File: config.mk
export PLATFORM = sky130hd
export DESIGN_NAME = scaled_glyph_rasteriser
export DESIGN_NICKNAME = d
export VERILOG_FILES = /design/src/rtl/core/sgr_pkg.sv /design/src/rtl/core/scaled_glyph_rasteriser.sv /design/src/rtl/core/sgr_front.sv /design/src/rtl/core/sgr_queue.sv /design/src/rtl/core/sgr_back.sv
export VERILOG_INCLUDE_DIRS = /design/src /design/src/rtl/core
export SDC_FILE = /design/constraint.sdc
export NUM_CORES = 1
export LEC_CHECK = 0
export BUFFER_PORTS_ARGS = -buffer_cell sky130_fd_sc_hd__buf_4
export CAP_MARGIN = 20
export CORE_UTILIZATION = 55
export DETAILED_ROUTE_END_ITERATION = 6
export PLACE_DENSITY_LB_ADDON = 0.1
export SETUP_SLACK_MARGIN = 0.2
export SYNTH_ARGS = -nofsm -noshare
export SYNTH_HDL_FRONTEND = slang
export SYNTH_HIERARCHICAL = 1
export SYNTH_SLANG_ARGS = --single-unit
export TNS_END_PERCENT = 100
File: constraint.sdc
create_clock -name clk -period 13.5 [get_ports clk]
set_input_delay 2.7 -clock clk [delete_from_list [all_inputs] [get_ports clk]]
set_output_delay 2.7 -clock clk [all_outputs]
set_load 0.02 [all_outputs]
File: src/rtl/core/scaled_glyph_rasteriser_assert.svh
// Assertion macros for the glyph rasteriser modules; only sgr_back includes them.
// Each macro expects signals named clk and rst_n in the enclosing module.
`ifndef SCALED_GLYPH_RASTERISER_ASSERT_SVH
`define SCALED_GLYPH_RASTERISER_ASSERT_SVH

// The consequent holds in the same cycle as the antecedent.
`define SGR_ASSERT_IMP(label, ante, cons) \
    label: assert property (@(posedge clk) disable iff (!rst_n) (ante) |-> (cons)) \
        else $error("sgr: same-cycle check failed");

// The consequent holds in the cycle after the antecedent.
`define SGR_ASSERT_NXT(label, ante, cons) \
    label: assert property (@(posedge clk) disable iff (!rst_n) (ante) |=> (cons)) \
        else $error("sgr: next-cycle check failed");

`endif

File: src/rtl/core/sgr_pkg.sv
package sgr_pkg;

    localparam int FB_WIDTH    = 640;
    localparam int FB_HEIGHT   = 480;
    localparam int CODE_LO     = 32;
    localparam int CODE_HI     = 95;
    localparam int LOWER_A     = 97;
    localparam int LOWER_Z     = 122;
    localparam int CASE_OFFSET = 32;
    localparam int GLYPH_ROWS  = 7;
    localparam int GLYPH_COLS  = 5;
    localparam int GLYPH_BITS  = GLYPH_ROWS * GLYPH_COLS;
    localparam int GLYPH_IDX_W = 6;
    localparam int COORD_W     = 15;
    localparam int SCALE_W     = 5;
    localparam int QUEUE_DEPTH = 2;
    localparam int QPTR_W      = $clog2(QUEUE_DEPTH);
    localparam int QCNT_W      = $clog2(QUEUE_DEPTH + 1);

    typedef struct packed {
        logic [GLYPH_BITS-1:0] glyph;
        logic signed [12:0]    pos_x;
        logic signed [12:0]    pos_y;
        logic [SCALE_W-1:0]    scale;
        logic [31:0]           colour;
    } sgr_item_t;

    typedef struct packed {
        logic full;
        logic empty;
    } sgr_qstat_t;

    typedef struct packed {
        logic               ok;
        logic [10:0]        pos;
        logic [SCALE_W-1:0] len;
    } sgr_span_t;

    function automatic logic [GLYPH_BITS-1:0] pack_rows(
        input logic [4:0] r0, input logic [4:0] r1, input logic [4:0] r2,
        input logic [4:0] r3, input logic [4:0] r4, input logic [4:0] r5,
        input logic [4:0] r6);
        return {r0, r1, r2, r3, r4, r5, r6};
    endfunction

    // Top row sits in the most significant bits, leftmost column first.
    function automatic logic [GLYPH_BITS-1:0] glyph_bits(input logic [GLYPH_IDX_W-1:0] idx);
        logic [GLYPH_BITS-1:0] g;
        case (idx)
            6'd0:  g = pack_rows(5'd0, 5'd0, 5'd0, 5'd0, 5'd0, 5'd0, 5'd0);
            6'd1:  g = pack_rows(5'd4, 5'd4, 5'd4, 5'd4, 5'd4, 5'd0, 5'd4);
            6'd2:  g = pack_rows(5'd10, 5'd10, 5'd0, 5'd0, 5'd0, 5'd0, 5'd0);
            6'd3:  g = pack_rows(5'd10, 5'd31, 5'd10, 5'd31, 5'd10, 5'd0, 5'd0);
            6'd4:  g = pack_rows(5'd4, 5'd15, 5'd20, 5'd14, 5'd5, 5'd30, 5'd4);
            6'd5:  g = pack_rows(5'd25, 5'd26, 5'd2, 5'd4, 5'd8, 5'd11, 5'd19);
            6'd6:  g = pack_rows(5'd12, 5'd18, 5'd20, 5'd8, 5'd21, 5'd18, 5'd13);
            6'd7:  g = pack_rows(5'd4, 5'd4, 5'd0, 5'd0, 5'd0, 5'd0, 5'd0);
            6'd8:  g = pack_rows(5'd2, 5'd4, 5'd8, 5'd8, 5'd8, 5'd4, 5'd2);
            6'd9:  g = pack_rows(5'd8, 5'd4, 5'd2, 5'd2, 5'd2, 5'd4, 5'd8);
            6'd10: g = pack_rows(5'd0, 5'd10, 5'd4, 5'd31, 5'd4, 5'd10, 5'd0);
            6'd11: g = pack_rows(5'd0, 5'd4, 5'd4, 5'd31, 5'd4, 5'd4, 5'd0);
            6'd12: g = pack_rows(5'd0, 5'd0, 5'd0, 5'd0, 5'd0, 5'd4, 5'd8);
            6'd13: g = pack_rows(5'd0, 5'd0, 5'd0, 5'd31, 5'd0, 5'd0, 5'd0);
            6'd14: g = pack_rows(5'd0, 5'd0, 5'd0, 5'd0, 5'd0, 5'd0, 5'd4);
            6'd15: g = pack_rows(5'd1, 5'd2, 5'd2, 5'd4, 5'd8, 5'd8, 5'd16);
            6'd16: g = pack_rows(5'd14, 5'd17, 5'd19, 5'd21, 5'd25, 5'd17, 5'd14);
            6'd17: g = pack_rows(5'd4, 5'd12, 5'd4, 5'd4, 5'd4, 5'd4, 5'd14);
            6'd18: g = pack_rows(5'd14, 5'd17, 5'd1, 5'd2, 5'd4, 5'd8, 5'd31);
            6'd19: g = pack_rows(5'd31, 5'd2, 5'd4, 5'd2, 5'd1, 5'd17, 5'd14);
            6'd20: g = pack_rows(5'd2, 5'd6, 5'd10, 5'd18, 5'd31, 5'd2, 5'd2);
            6'd21: g = pack_rows(5'd31, 5'd16, 5'd30, 5'd1, 5'd1, 5'd17, 5'd14);
            6'd22: g = pack_rows(5'd6, 5'd8, 5'd16, 5'd30, 5'd17, 5'd17, 5'd14);
            6'd23: g = pack_rows(5'd31, 5'd1, 5'd2, 5'd4, 5'd8, 5'd8, 5'd8);
            6'd24: g = pack_rows(5'd14, 5'd17, 5'd17, 5'd14, 5'd17, 5'd17, 5'd14);
            6'd25: g = pack_rows(5'd14, 5'd17, 5'd17, 5'd15, 5'd1, 5'd2, 5'd12);
            6'd26: g = pack_rows(5'd0, 5'd4, 5'd0, 5'd0, 5'd0, 5'd4, 5'd0);
            6'd27: g = pack_rows(5'd0, 5'd4, 5'd0, 5'd0, 5'd0, 5'd4, 5'd8);
            6'd28: g = pack_rows(5'd2, 5'd4, 5'd8, 5'd16, 5'd8, 5'd4, 5'd2);
            6'd29: g = pack_rows(5'd0, 5'd0, 5'd31, 5'd0, 5'd31, 5'd0, 5'd0);
            6'd30: g = pack_rows(5'd8, 5'd4, 5'd2, 5'd1, 5'd2, 5'd4, 5'd8);
            6'd31: g = pack_rows(5'd14, 5'd17, 5'd1, 5'd2, 5'd4, 5'd0, 5'd4);
            6'd32: g = pack_rows(5'd14, 5'd17, 5'd1, 5'd13, 5'd21, 5'd21, 5'd14);
            6'd33: g = pack_rows(5'd14, 5'd17, 5'd17, 5'd31, 5'd17, 5'd17, 5'd17);
            6'd34: g = pack_rows(5'd30, 5'd17, 5'd17, 5'd30, 5'd17, 5'd17, 5'd30);
            6'd35: g = pack_rows(5'd14, 5'd17, 5'd16, 5'd16, 5'd16, 5'd17, 5'd14);
            6'd36: g = pack_rows(5'd28, 5'd18, 5'd17, 5'd17, 5'd17, 5'd18, 5'd28);
            6'd37: g = pack_rows(5'd31, 5'd16, 5'd16, 5'd30, 5'd16, 5'd16, 5'd31);
            6'd38: g = pack_rows(5'd31, 5'd16, 5'd16, 5'd30, 5'd16, 5'd16, 5'd16);
            6'd39: g = pack_rows(5'd14, 5'd17, 5'd16, 5'd23, 5'd17, 5'd17, 5'd15);
            6'd40: g = pack_rows(5'd17, 5'd17, 5'd17, 5'd31, 5'd17, 5'd17, 5'd17);
            6'd41: g = pack_rows(5'd14, 5'd4, 5'd4, 5'd4, 5'd4, 5'd4, 5'd14);
            6'd42: g = pack_rows(5'd7, 5'd2, 5'd2, 5'd2, 5'd2, 5'd18, 5'd12);
            6'd43: g = pack_rows(5'd17, 5'd18, 5'd20, 5'd24, 5'd20, 5'd18, 5'd17);
            6'd44: g = pack_rows(5'd16, 5'd16, 5'd16, 5'd16, 5'd16, 5'd16, 5'd31);
            6'd45: g = pack_rows(5'd17, 5'd27, 5'd21, 5'd21, 5'd17, 5'd17, 5'd17);
            6'd46: g = pack_rows(5'd17, 5'd17, 5'd25, 5'd21, 5'd19, 5'd17, 5'd17);
            6'd47: g = pack_rows(5'd14, 5'd17, 5'd17, 5'd17, 5'd17, 5'd17, 5'd14);
            6'd48: g = pack_rows(5'd30, 5'd17, 5'd17, 5'd30, 5'd16, 5'd16, 5'd16);
            6'd49: g = pack_rows(5'd14, 5'd17, 5'd17, 5'd17, 5'd21, 5'd18, 5'd13);
            6'd50: g = pack_rows(5'd30, 5'd17, 5'd17, 5'd30, 5'd20, 5'd18, 5'd17);
            6'd51: g = pack_rows(5'd15, 5'd16, 5'd16, 5'd14, 5'd1, 5'd1, 5'd30);
            6'd52: g = pack_rows(5'd31, 5'd4, 5'd4, 5'd4, 5'd4, 5'd4, 5'd4);
            6'd53: g = pack_rows(5'd17, 5'd17, 5'd17, 5'd17, 5'd17, 5'd17, 5'd14);
            6'd54: g = pack_rows(5'd17, 5'd17, 5'd17, 5'd17, 5'd17, 5'd10, 5'd4);
            6'd55: g = pack_rows(5'd17, 5'd17, 5'd17, 5'd21, 5'd21, 5'd21, 5'd10);
            6'd56: g = pack_rows(5'd17, 5'd17, 5'd10, 5'd4, 5'd10, 5'd17, 5'd17);
            6'd57: g = pack_rows(5'd17, 5'd17, 5'd10, 5'd4, 5'd4, 5'd4, 5'd4);
            6'd58: g = pack_rows(5'd31, 5'd1, 5'd2, 5'd4, 5'd8, 5'd16, 5'd31);
            6'd59: g = pack_rows(5'd14, 5'd8, 5'd8, 5'd8, 5'd8, 5'd8, 5'd14);
            6'd60: g = pack_rows(5'd16, 5'd8, 5'd8, 5'd4, 5'd2, 5'd2, 5'd1);
            6'd61: g = pack_rows(5'd14, 5'd2, 5'd2, 5'd2, 5'd2, 5'd2, 5'd14);
            6'd62: g = pack_rows(5'd4, 5'd10, 5'd17, 5'd0, 5'd0, 5'd0, 5'd0);
            default: g = pack_rows(5'd0, 5'd0, 5'd0, 5'd0, 5'd0, 5'd0, 5'd31);
        endcase
        return g;
    endfunction

    function automatic sgr_span_t clip_span(
        input logic signed [COORD_W-1:0] p,
        input logic [SCALE_W-1:0]        len,
        input logic signed [COORD_W-1:0] lim);
        logic signed [COORD_W-1:0] pl;
        logic signed [COORD_W-1:0] ll;
        sgr_span_t                 r;
        pl = p;
        ll = $signed({{(COORD_W-SCALE_W){1'b0}}, len});
        if (p < 0)
        begin
            ll = ll + p;
            pl = '0;
        end
        if (pl + ll > lim)
        begin
            ll = lim - pl;
        end
        r.ok  = (ll > 0);
        r.pos = pl[10:0];
        r.len = ll[SCALE_W-1:0];
        return r;
    endfunction

endpackage

File: src/rtl/core/scaled_glyph_rasteriser.sv
// Draws one 5x7 font character as a run of filled rectangles, one per lit font cell,
// each scaled to scale by scale pixels and clipped to the 640 by 480 framebuffer.
// A character is taken on a transfer when start is high and busy is low; lower-case
// letters are folded to upper case, and a code outside the printable range or a zero
// scale is taken but draws nothing. Up to two characters wait in a queue ahead of the
// scanner, and busy is high while that queue is full. For each drawable character the
// scanner loads it, steps through all 35 font cells in turn, and then sends the final
// rectangle. Rectangles appear at most one per cycle on strobe, in row
// then column order, and the receiver cannot hold them off; the last rectangle of a
// character carries last. A character whose squares are all clipped away gives no
// rectangle at all.
module scaled_glyph_rasteriser (
    input  logic               clk,
    input  logic               rst_n,
    input  logic               start,
    output logic               busy,
    input  logic [7:0]         char_code,
    input  logic signed [12:0] pos_x,
    input  logic signed [12:0] pos_y,
    input  logic [4:0]         scale,
    input  logic [31:0]        colour,
    output logic               strobe,
    output logic [10:0]        rect_x,
    output logic [10:0]        rect_y,
    output logic [4:0]         rect_w,
    output logic [4:0]         rect_h,
    output logic [31:0]        fill_colour,
    output logic               last
);

    sgr_pkg::sgr_item_t  push_item;
    sgr_pkg::sgr_item_t  head;
    sgr_pkg::sgr_qstat_t qstat;
    logic                push;
    logic                pop;

    sgr_front u_front (
        .start     (start),
        .char_code (char_code),
        .pos_x     (pos_x),
        .pos_y     (pos_y),
        .scale     (scale),
        .colour    (colour),
        .qstat     (qstat),
        .busy      (busy),
        .push      (push),
        .item      (push_item)
    );

    sgr_queue u_queue (
        .clk       (clk),
        .rst_n     (rst_n),
        .push      (push),
        .push_item (push_item),
        .pop       (pop),
        .head      (head),
        .qstat     (qstat)
    );

    sgr_back u_back (
        .clk         (clk),
        .rst_n       (rst_n),
        .head        (head),
        .qstat       (qstat),
        .pop         (pop),
        .strobe      (strobe),
        .rect_x      (rect_x),
        .rect_y      (rect_y),
        .rect_w      (rect_w),
        .rect_h      (rect_h),
        .fill_colour (fill_colour),
        .last        (last)
    );

endmodule

File: src/rtl/core/sgr_front.sv
module sgr_front (
    input  logic                start,
    input  logic [7:0]          char_code,
    input  logic signed [12:0]  pos_x,
    input  logic signed [12:0]  pos_y,
    input  logic [4:0]          scale,
    input  logic [31:0]         colour,
    input  sgr_pkg::sgr_qstat_t qstat,
    output logic                busy,
    output logic                push,
    output sgr_pkg::sgr_item_t  item
);

    logic [7:0]                          code_fold;
    logic [7:0]                          idx_wide;
    logic [sgr_pkg::GLYPH_IDX_W-1:0]     glyph_idx;
    logic                                drawable;

    always_comb
    begin
        code_fold = char_code;
        if (char_code >= 8'(sgr_pkg::LOWER_A) && char_code <= 8'(sgr_pkg::LOWER_Z))
        begin
            code_fold = char_code - 8'(sgr_pkg::CASE_OFFSET);
        end
        idx_wide  = code_fold - 8'(sgr_pkg::CODE_LO);
        glyph_idx = idx_wide[sgr_pkg::GLYPH_IDX_W-1:0];
        drawable  = (code_fold >= 8'(sgr_pkg::CODE_LO)) &&
                    (code_fold <= 8'(sgr_pkg::CODE_HI)) && (scale != '0);
    end

    // Characters outside the printable range or with a zero scale are dropped at the transfer.
    assign busy        = qstat.full;
    assign push        = start && !qstat.full && drawable;
    assign item.glyph  = sgr_pkg::glyph_bits(glyph_idx);
    assign item.pos_x  = pos_x;
    assign item.pos_y  = pos_y;
    assign item.scale  = scale;
    assign item.colour = colour;

endmodule

File: src/rtl/core/sgr_queue.sv
module sgr_queue (
    input  logic                clk,
    input  logic                rst_n,
    input  logic                push,
    input  sgr_pkg::sgr_item_t  push_item,
    input  logic                pop,
    output sgr_pkg::sgr_item_t  head,
    output sgr_pkg::sgr_qstat_t qstat
);

    sgr_pkg::sgr_item_t               mem_reg [sgr_pkg::QUEUE_DEPTH];
    logic [sgr_pkg::QPTR_W-1:0]       wr_ptr_reg;
    logic [sgr_pkg::QPTR_W-1:0]       wr_ptr_next;
    logic [sgr_pkg::QPTR_W-1:0]       rd_ptr_reg;
    logic [sgr_pkg::QPTR_W-1:0]       rd_ptr_next;
    logic [sgr_pkg::QCNT_W-1:0]       count_reg;
    logic [sgr_pkg::QCNT_W-1:0]       count_next;

    assign qstat.full  = (count_reg == sgr_pkg::QCNT_W'(sgr_pkg::QUEUE_DEPTH));
    assign qstat.empty = (count_reg == '0);
    assign head        = mem_reg[rd_ptr_reg];

    always_comb
    begin
        wr_ptr_next = wr_ptr_reg;
        rd_ptr_next = rd_ptr_reg;
        count_next  = count_reg;
        if (push)
        begin
            wr_ptr_next = (wr_ptr_reg == sgr_pkg::QPTR_W'(sgr_pkg::QUEUE_DEPTH - 1)) ?
                          '0 : wr_ptr_reg + 1'b1;
        end
        if (pop)
        begin
            rd_ptr_next = (rd_ptr_reg == sgr_pkg::QPTR_W'(sgr_pkg::QUEUE_DEPTH - 1)) ?
                          '0 : rd_ptr_reg + 1'b1;
        end
        if (push && !pop)
        begin
            count_next = count_reg + 1'b1;
        end
        else if (pop && !push)
        begin
            count_next = count_reg - 1'b1;
        end
    end

    always_ff @(posedge clk or negedge rst_n)
    begin
        if (!rst_n)
        begin
            wr_ptr_reg <= '0;
            rd_ptr_reg <= '0;
            count_reg  <= '0;
        end
        else
        begin
            wr_ptr_reg <= wr_ptr_next;
            rd_ptr_reg <= rd_ptr_next;
            count_reg  <= count_next;
        end
    end

    always_ff @(posedge clk)
    begin
        if (push)
        begin
            mem_reg[wr_ptr_reg] <= push_item;
        end
    end

endmodule

File: src/rtl/core/sgr_back.sv
`include "scaled_glyph_rasteriser_assert.svh"

module sgr_back (
    input  logic                clk,
    input  logic                rst_n,
    input  sgr_pkg::sgr_item_t  head,
    input  sgr_pkg::sgr_qstat_t qstat,
    output logic                pop,
    output logic                strobe,
    output logic [10:0]         rect_x,
    output logic [10:0]         rect_y,
    output logic [4:0]          rect_w,
    output logic [4:0]          rect_h,
    output logic [31:0]         fill_colour,
    output logic                last
);

    typedef enum logic [1:0] {IDLE, SCAN, FLUSH} state_t;

    localparam logic signed [sgr_pkg::COORD_W-1:0] FbW = sgr_pkg::COORD_W'(sgr_pkg::FB_WIDTH);
    localparam logic signed [sgr_pkg::COORD_W-1:0] FbH = sgr_pkg::COORD_W'(sgr_pkg::FB_HEIGHT);

    state_t                                state_reg, state_next;
    logic [sgr_pkg::GLYPH_BITS-1:0]        glyph_reg, glyph_next;
    logic signed [sgr_pkg::COORD_W-1:0]    px_reg, px_next;
    logic signed [sgr_pkg::COORD_W-1:0]    cx_reg, cx_next;
    logic signed [sgr_pkg::COORD_W-1:0]    cy_reg, cy_next;
    logic [sgr_pkg::SCALE_W-1:0]           s_reg, s_next;
    logic [31:0]                           colour_reg, colour_next;
    logic [2:0]                            col_reg, col_next;
    logic [2:0]                            row_reg, row_next;
    logic                                  pend_valid_reg, pend_valid_next;
    logic [10:0]                           pend_x_reg, pend_x_next;
    logic [10:0]                           pend_y_reg, pend_y_next;
    logic [4:0]                            pend_w_reg, pend_w_next;
    logic [4:0]                            pend_h_reg, pend_h_next;
    logic                                  strobe_reg, strobe_next;
    logic [10:0]                           rect_x_reg, rect_x_next;
    logic [10:0]                           rect_y_reg, rect_y_next;
    logic [4:0]                            rect_w_reg, rect_w_next;
    logic [4:0]                            rect_h_reg, rect_h_next;
    logic [31:0]                           fill_colour_reg, fill_colour_next;
    logic                                  last_reg, last_next;
    logic signed [sgr_pkg::COORD_W-1:0]    s_ext;
    sgr_pkg::sgr_span_t                    span_x;
    sgr_pkg::sgr_span_t                    span_y;
    logic                                  take;

    assign s_ext  = $signed({{(sgr_pkg::COORD_W-sgr_pkg::SCALE_W){1'b0}}, s_reg});
    assign span_x = sgr_pkg::clip_span(cx_reg, s_reg, FbW);
    assign span_y = sgr_pkg::clip_span(cy_reg, s_reg, FbH);
    assign take   = glyph_reg[sgr_pkg::GLYPH_BITS-1] && span_x.ok && span_y.ok;

    always_comb
    begin
        state_next       = state_reg;
        glyph_next       = glyph_reg;
        px_next          = px_reg;
        cx_next          = cx_reg;
        cy_next          = cy_reg;
        s_next           = s_reg;
        colour_next      = colour_reg;
        col_next         = col_reg;
        row_next         = row_reg;
        pend_valid_next  = pend_valid_reg;
        pend_x_next      = pend_x_reg;
        pend_y_next      = pend_y_reg;
        pend_w_next      = pend_w_reg;
        pend_h_next      = pend_h_reg;
        strobe_next      = 1'b0;
        rect_x_next      = rect_x_reg;
        rect_y_next      = rect_y_reg;
        rect_w_next      = rect_w_reg;
        rect_h_next      = rect_h_reg;
        fill_colour_next = fill_colour_reg;
        last_next        = 1'b0;
        pop              = 1'b0;
        unique case (state_reg)
            IDLE:
            begin
                if (!qstat.empty)
                begin
                    pop         = 1'b1;
                    glyph_next  = head.glyph;
                    px_next     = sgr_pkg::COORD_W'(head.pos_x);
                    cx_next     = sgr_pkg::COORD_W'(head.pos_x);
                    cy_next     = sgr_pkg::COORD_W'(head.pos_y);
                    s_next      = head.scale;
                    colour_next = head.colour;
                    col_next    = '0;
                    row_next    = '0;
                    state_next  = SCAN;
                end
            end
            SCAN:
            begin
                // A found square waits one slot so that the final one can carry last.
                if (take)
                begin
                    if (pend_valid_reg)
                    begin
                        strobe_next      = 1'b1;
                        rect_x_next      = pend_x_reg;
                        rect_y_next      = pend_y_reg;
                        rect_w_next      = pend_w_reg;
                        rect_h_next      = pend_h_reg;
                        fill_colour_next = colour_reg;
                    end
                    pend_valid_next = 1'b1;
                    pend_x_next     = span_x.pos;
                    pend_y_next     = span_y.pos;
                    pend_w_next     = span_x.len;
                    pend_h_next     = span_y.len;
                end
                glyph_next = glyph_reg << 1;
                if (col_reg == 3'(sgr_pkg::GLYPH_COLS - 1))
                begin
                    col_next = '0;
                    row_next = row_reg + 1'b1;
                    cx_next  = px_reg;
                    cy_next  = cy_reg + s_ext;
                    if (row_reg == 3'(sgr_pkg::GLYPH_ROWS - 1))
                    begin
                        state_next = FLUSH;
                    end
                end
                else
                begin
                    col_next = col_reg + 1'b1;
                    cx_next  = cx_reg + s_ext;
                end
            end
            FLUSH:
            begin
                if (pend_valid_reg)
                begin
                    strobe_next      = 1'b1;
                    rect_x_next      = pend_x_reg;
                    rect_y_next      = pend_y_reg;
                    rect_w_next      = pend_w_reg;
                    rect_h_next      = pend_h_reg;
                    fill_colour_next = colour_reg;
                    last_next        = 1'b1;
                end
                pend_valid_next = 1'b0;
                state_next      = IDLE;
            end
            default:
            begin
                state_next = IDLE;
            end
        endcase
    end

    always_ff @(posedge clk or negedge rst_n)
    begin
        if (!rst_n)
        begin
            state_reg       <= IDLE;
            glyph_reg       <= '0;
            px_reg          <= '0;
            cx_reg          <= '0;
            cy_reg          <= '0;
            s_reg           <= '0;
            colour_reg      <= '0;
            col_reg         <= '0;
            row_reg         <= '0;
            pend_valid_reg  <= 1'b0;
            pend_x_reg      <= '0;
            pend_y_reg      <= '0;
            pend_w_reg      <= '0;
            pend_h_reg      <= '0;
            strobe_reg      <= 1'b0;
            rect_x_reg      <= '0;
            rect_y_reg      <= '0;
            rect_w_reg      <= '0;
            rect_h_reg      <= '0;
            fill_colour_reg <= '0;
            last_reg        <= 1'b0;
        end
        else
        begin
            state_reg       <= state_next;
            glyph_reg       <= glyph_next;
            px_reg          <= px_next;
            cx_reg          <= cx_next;
            cy_reg          <= cy_next;
            s_reg           <= s_next;
            colour_reg      <= colour_next;
            col_reg         <= col_next;
            row_reg         <= row_next;
            pend_valid_reg  <= pend_valid_next;
            pend_x_reg      <= pend_x_next;
            pend_y_reg      <= pend_y_next;
            pend_w_reg      <= pend_w_next;
            pend_h_reg      <= pend_h_next;
            strobe_reg      <= strobe_next;
            rect_x_reg      <= rect_x_next;
            rect_y_reg      <= rect_y_next;
            rect_w_reg      <= rect_w_next;
            rect_h_reg      <= rect_h_next;
            fill_colour_reg <= fill_colour_next;
            last_reg        <= last_next;
        end
    end

    assign strobe      = strobe_reg;
    assign rect_x      = rect_x_reg;
    assign rect_y      = rect_y_reg;
    assign rect_w      = rect_w_reg;
    assign rect_h      = rect_h_reg;
    assign fill_colour = fill_colour_reg;
    assign last        = last_reg;

    `SGR_ASSERT_IMP(a_rect_nonempty, strobe_reg, (rect_w_reg != '0) && (rect_h_reg != '0))
    `SGR_ASSERT_IMP(a_rect_inside, strobe_reg, (rect_x_reg < 11'(sgr_pkg::FB_WIDTH)) && (rect_y_reg < 11'(sgr_pkg::FB_HEIGHT)))
    `SGR_ASSERT_NXT(a_gap_after_last, strobe_reg && last_reg, !strobe_reg)
    `SGR_ASSERT_IMP(a_idle_no_pending, state_reg == IDLE, !pend_valid_reg)

endmodule

==> results.yml <==
setup_path:
  critPathLaunch: "u_back/s_reg[4]$_DFFE_PN0P_"
  critPathCaptureType: "flip-flop"
  crit_required_ps: 13970
  cp_data_arrival_time_ps: 6910
  crit_path_start_kind: "flip-flop"
  max_stage_delay_ps: 630
  critPathKind: "flip-flop to flip-flop"
  reg2reg_from: "u_back/s_reg[4]$_DFFE_PN0P_"
  rrSetupSlack_ps: 7060
  crit_fanout: 44
  crit_slowest_cell: "o311ai_1"
  worstPathCellList: "ha_1 > o211ai_1 > o21ai_1 > and3_1 > xnor2_1 > nor2_1 > ha_1 > a21o_1 > a21oi_1 > o22ai_1 > a41oi_1 > a2111oi_0 > o311ai_1 > mux2i_1 > a32oi_4 > buf_4 > a22oi_4 > buf_4 > mux2_2"
route:
  via_per_inst: 6.03
  drt-initial-drc-count: 1128
  dr.pass1.iters: 6
  wl_per_cell_um: 21.8
  drc_errors: 0
  wirelength_um: 58000
  vias: 16000
  ant_nets: 0
min_path:
  min_from: "u_back/glyph_reg[30]$_DFFE_PN0P_"
  hold_class: "flip-flop to flip-flop"
sta:
  fin_skew_ps: 23.7
  setup-tns-final_ps: 0
  hold_viol: 0
  slew_viol_final: 0
  max_freq_mhz: 155
  tightest_slew_ps: 1090
  worst_slack_ps: 7060
  slew_headroom_pct: 27.5
  grt_setup_unrepaired: "false"
  finalSetupViolCount: 0
  period_share_pct: 47.7
  fin_crit_ps: 6440
global_routing:
  grt_max_degree: 102
  grt_first_pass_wirelength_um: 91800
  first_global_vias: 15800
  grtUsageTotal_pct: 27.0
  grt_overflow_total: 0
  antenna_found_initial: 1
place:
  dpl.hpwl_um: 39300
  place_inst: 2571
  portBuffers: 140
  gp_congestion: 0.936
  dpl_worst_slack_ps: 6530
final_layout:
  layout_common_cells: "dfrtp_1 (225), edfxtp_1 (196), mux2_2 (170), nand2_1 (160), buf_4 (158)"
  fin_util_pct: 60.9
  nFillCells: 3433
  syn_to_final_growth_pct: 9.54
  finalNetCount: 2214
  fin_cells: 2654
  final_common_cell: "dfrtp_1"
  drive_gt1_share_pct: 23.3
  largest_reg_flops: 196
job:
  drv_cap: 0
floorplanning:
  die_w_um: 208
  rows: 75
  die_h_um: 208
  initial_core_util_pct: 55.6
  core_area_mm2: 0.0419
  pin_count: 141
  dieArea_mm2: 0.0432
synthesis:
  synthArstFlopShare_pct: 53.6
  synth.cell_area_mm2: 0.0233
  ys_seq_elements: 422
  synth-edff-count: 196
  ys_warn_count: 6
  synth_ff_type: "dfrtp_1"
  syn_nets: 2208
  yosysTopAreaCell: "edfxtp_1"
  ys_seq_area_share_pct: 49.6
  synth_cells: 2073
  synth_top_area_share_pct: 25.3
  synth.distinct_cells: 87
  avgSynthCellArea_um2: 11.2
  synth.area.top_cells: "edfxtp_1 (25%), dfrtp_1 (24%), mux2_2 (8.2%), mux2_4 (4.5%), o21ai_0 (3.2%)"
outcome:
  outcome: "completed"
clock_network:
  holdBufCountCts: 0
  worstSkewPairLatency_ps: 590
  cts_tree: "yes"
  cts-htree-levels: 2
  ctsResizeCount: 0
  cts_buffer_depth: 3
  clk_pin_slew_worst_paths_ps: 60
  post_cts_buffers: 0
  clkSinkCount: 422
  numCtsBuffers: 44
  clockRootBuffer: "clkbuf_16"
power:
  power_density_mw_per_mm2: 234
  power_mw: 5.97
  ir_drop_uv: 155
  p_leak_nw: 10.5
-- power breakdown --
part / total [mW] / switching (mW) / internal (mW)
combinational: 2.74 / 1.54 / 1.20
sequential: 2.06 / 0.329 / 1.73
clock: 1.17 / 0.505 / 0.666
-- cell families after synthesis --
group	after synthesis	synth area share, %
AOI/OAI and AO/OA	492	13.5
xor gates and xnor gates	49	1.90
adders and majority gates	61	3.41
buffers and inverters	247	5.60
DFF	422	49.6
muxes	303	15.6
and+or+nand+nor	499	10.4
-- cells in the mapped netlist (13+ instances only) --
library cell  instances
nand4_1              18
xor2_1               18
nand2b_1             26
o21a_1               14
o211ai_1             19
nor3_1               29
xnor2_1              30
inv_1                45
a31oi_1              27
o21ai_0             151
a21oi_1             122
edfxtp_1            196
mux2_2              170
ha_1                 57
nor2_1              115
a211oi_1             25
o31ai_1              13
buf_4                67
dfrtp_1             226
mux2_4               70
nand3_1              39
mux2i_1              60
and2_1               16
clkbuf_1             73
a21o_1               13
buf_2                40
nand2_1             160
nor2b_1              39
-- critical path, delay by kind of cell, from the launching register on --
| kind | cells | cell delay [ps] |
|---|---|---|
| buffers and inverters | 2 | 910 |
| AND/OR/NAND/NOR | 2 | 400 |
| XOR/XNOR | 1 | 140 |
| AO/OA/AOI/OAI | 10 | 2650 |
| adder cells (fa/ha/maj) | 2 | 750 |
| flip-flops | 1 | 490 |
| multiplexers | 2 | 900 |
-- stage by stage --
stage	cell area, µm²	hold WS [ps]
2_1_floorplan	23300	450
3_3_place_gp	24100	461
3_5_place_dp	24100	470
4_1_cts	25500	484
5_1_grt	25500	509
6_report	25500	478
-- cell type report --
type / instances / area (µm²) / area share (%)
diodes: 1 / 2.50 / 0.00981
clock buffers: 62 / 1200 / 4.70
clock inverters: 19 / 199 / 0.780
inverters: 47 / 176 / 0.692
multi-input cells: 1404 / 10500 / 41.1
flip-flops and latches: 422 / 11500 / 45.3
well taps: 539 / 674 / 2.64
repair buffers: 160 / 1230 / 4.82
-- worst paths after layout --
check	cells past startpoint	end
setup / recovery	19	u_back/fill_colour[31]$_DFFE_PN0P_
hold / removal	2	u_back/glyph_reg[30]$_DFFE_PN0P_
setup reg to reg	19	u_back/fill_colour[31]$_DFFE_PN0P_
hold reg to reg	2	u_back/glyph_reg[30]$_DFFE_PN0P_
max in group asynchronous	3	u_queue/rd_ptr_reg$_DFFE_PN0P_
min in group asynchronous	1	u_back/rect_y[7]$_DFFE_PN0P_
-- routing by layer --
metal  vias up  part of all wire (%)  track usage, %
li1       7553                     -               -
met1      7980                    43            34.8
met2       384                    50            46.8
met3        93                   4.1            3.56
met4         0                   3.1            9.71
met5         -                     0               0
Power figures use the tool's default switching activity.
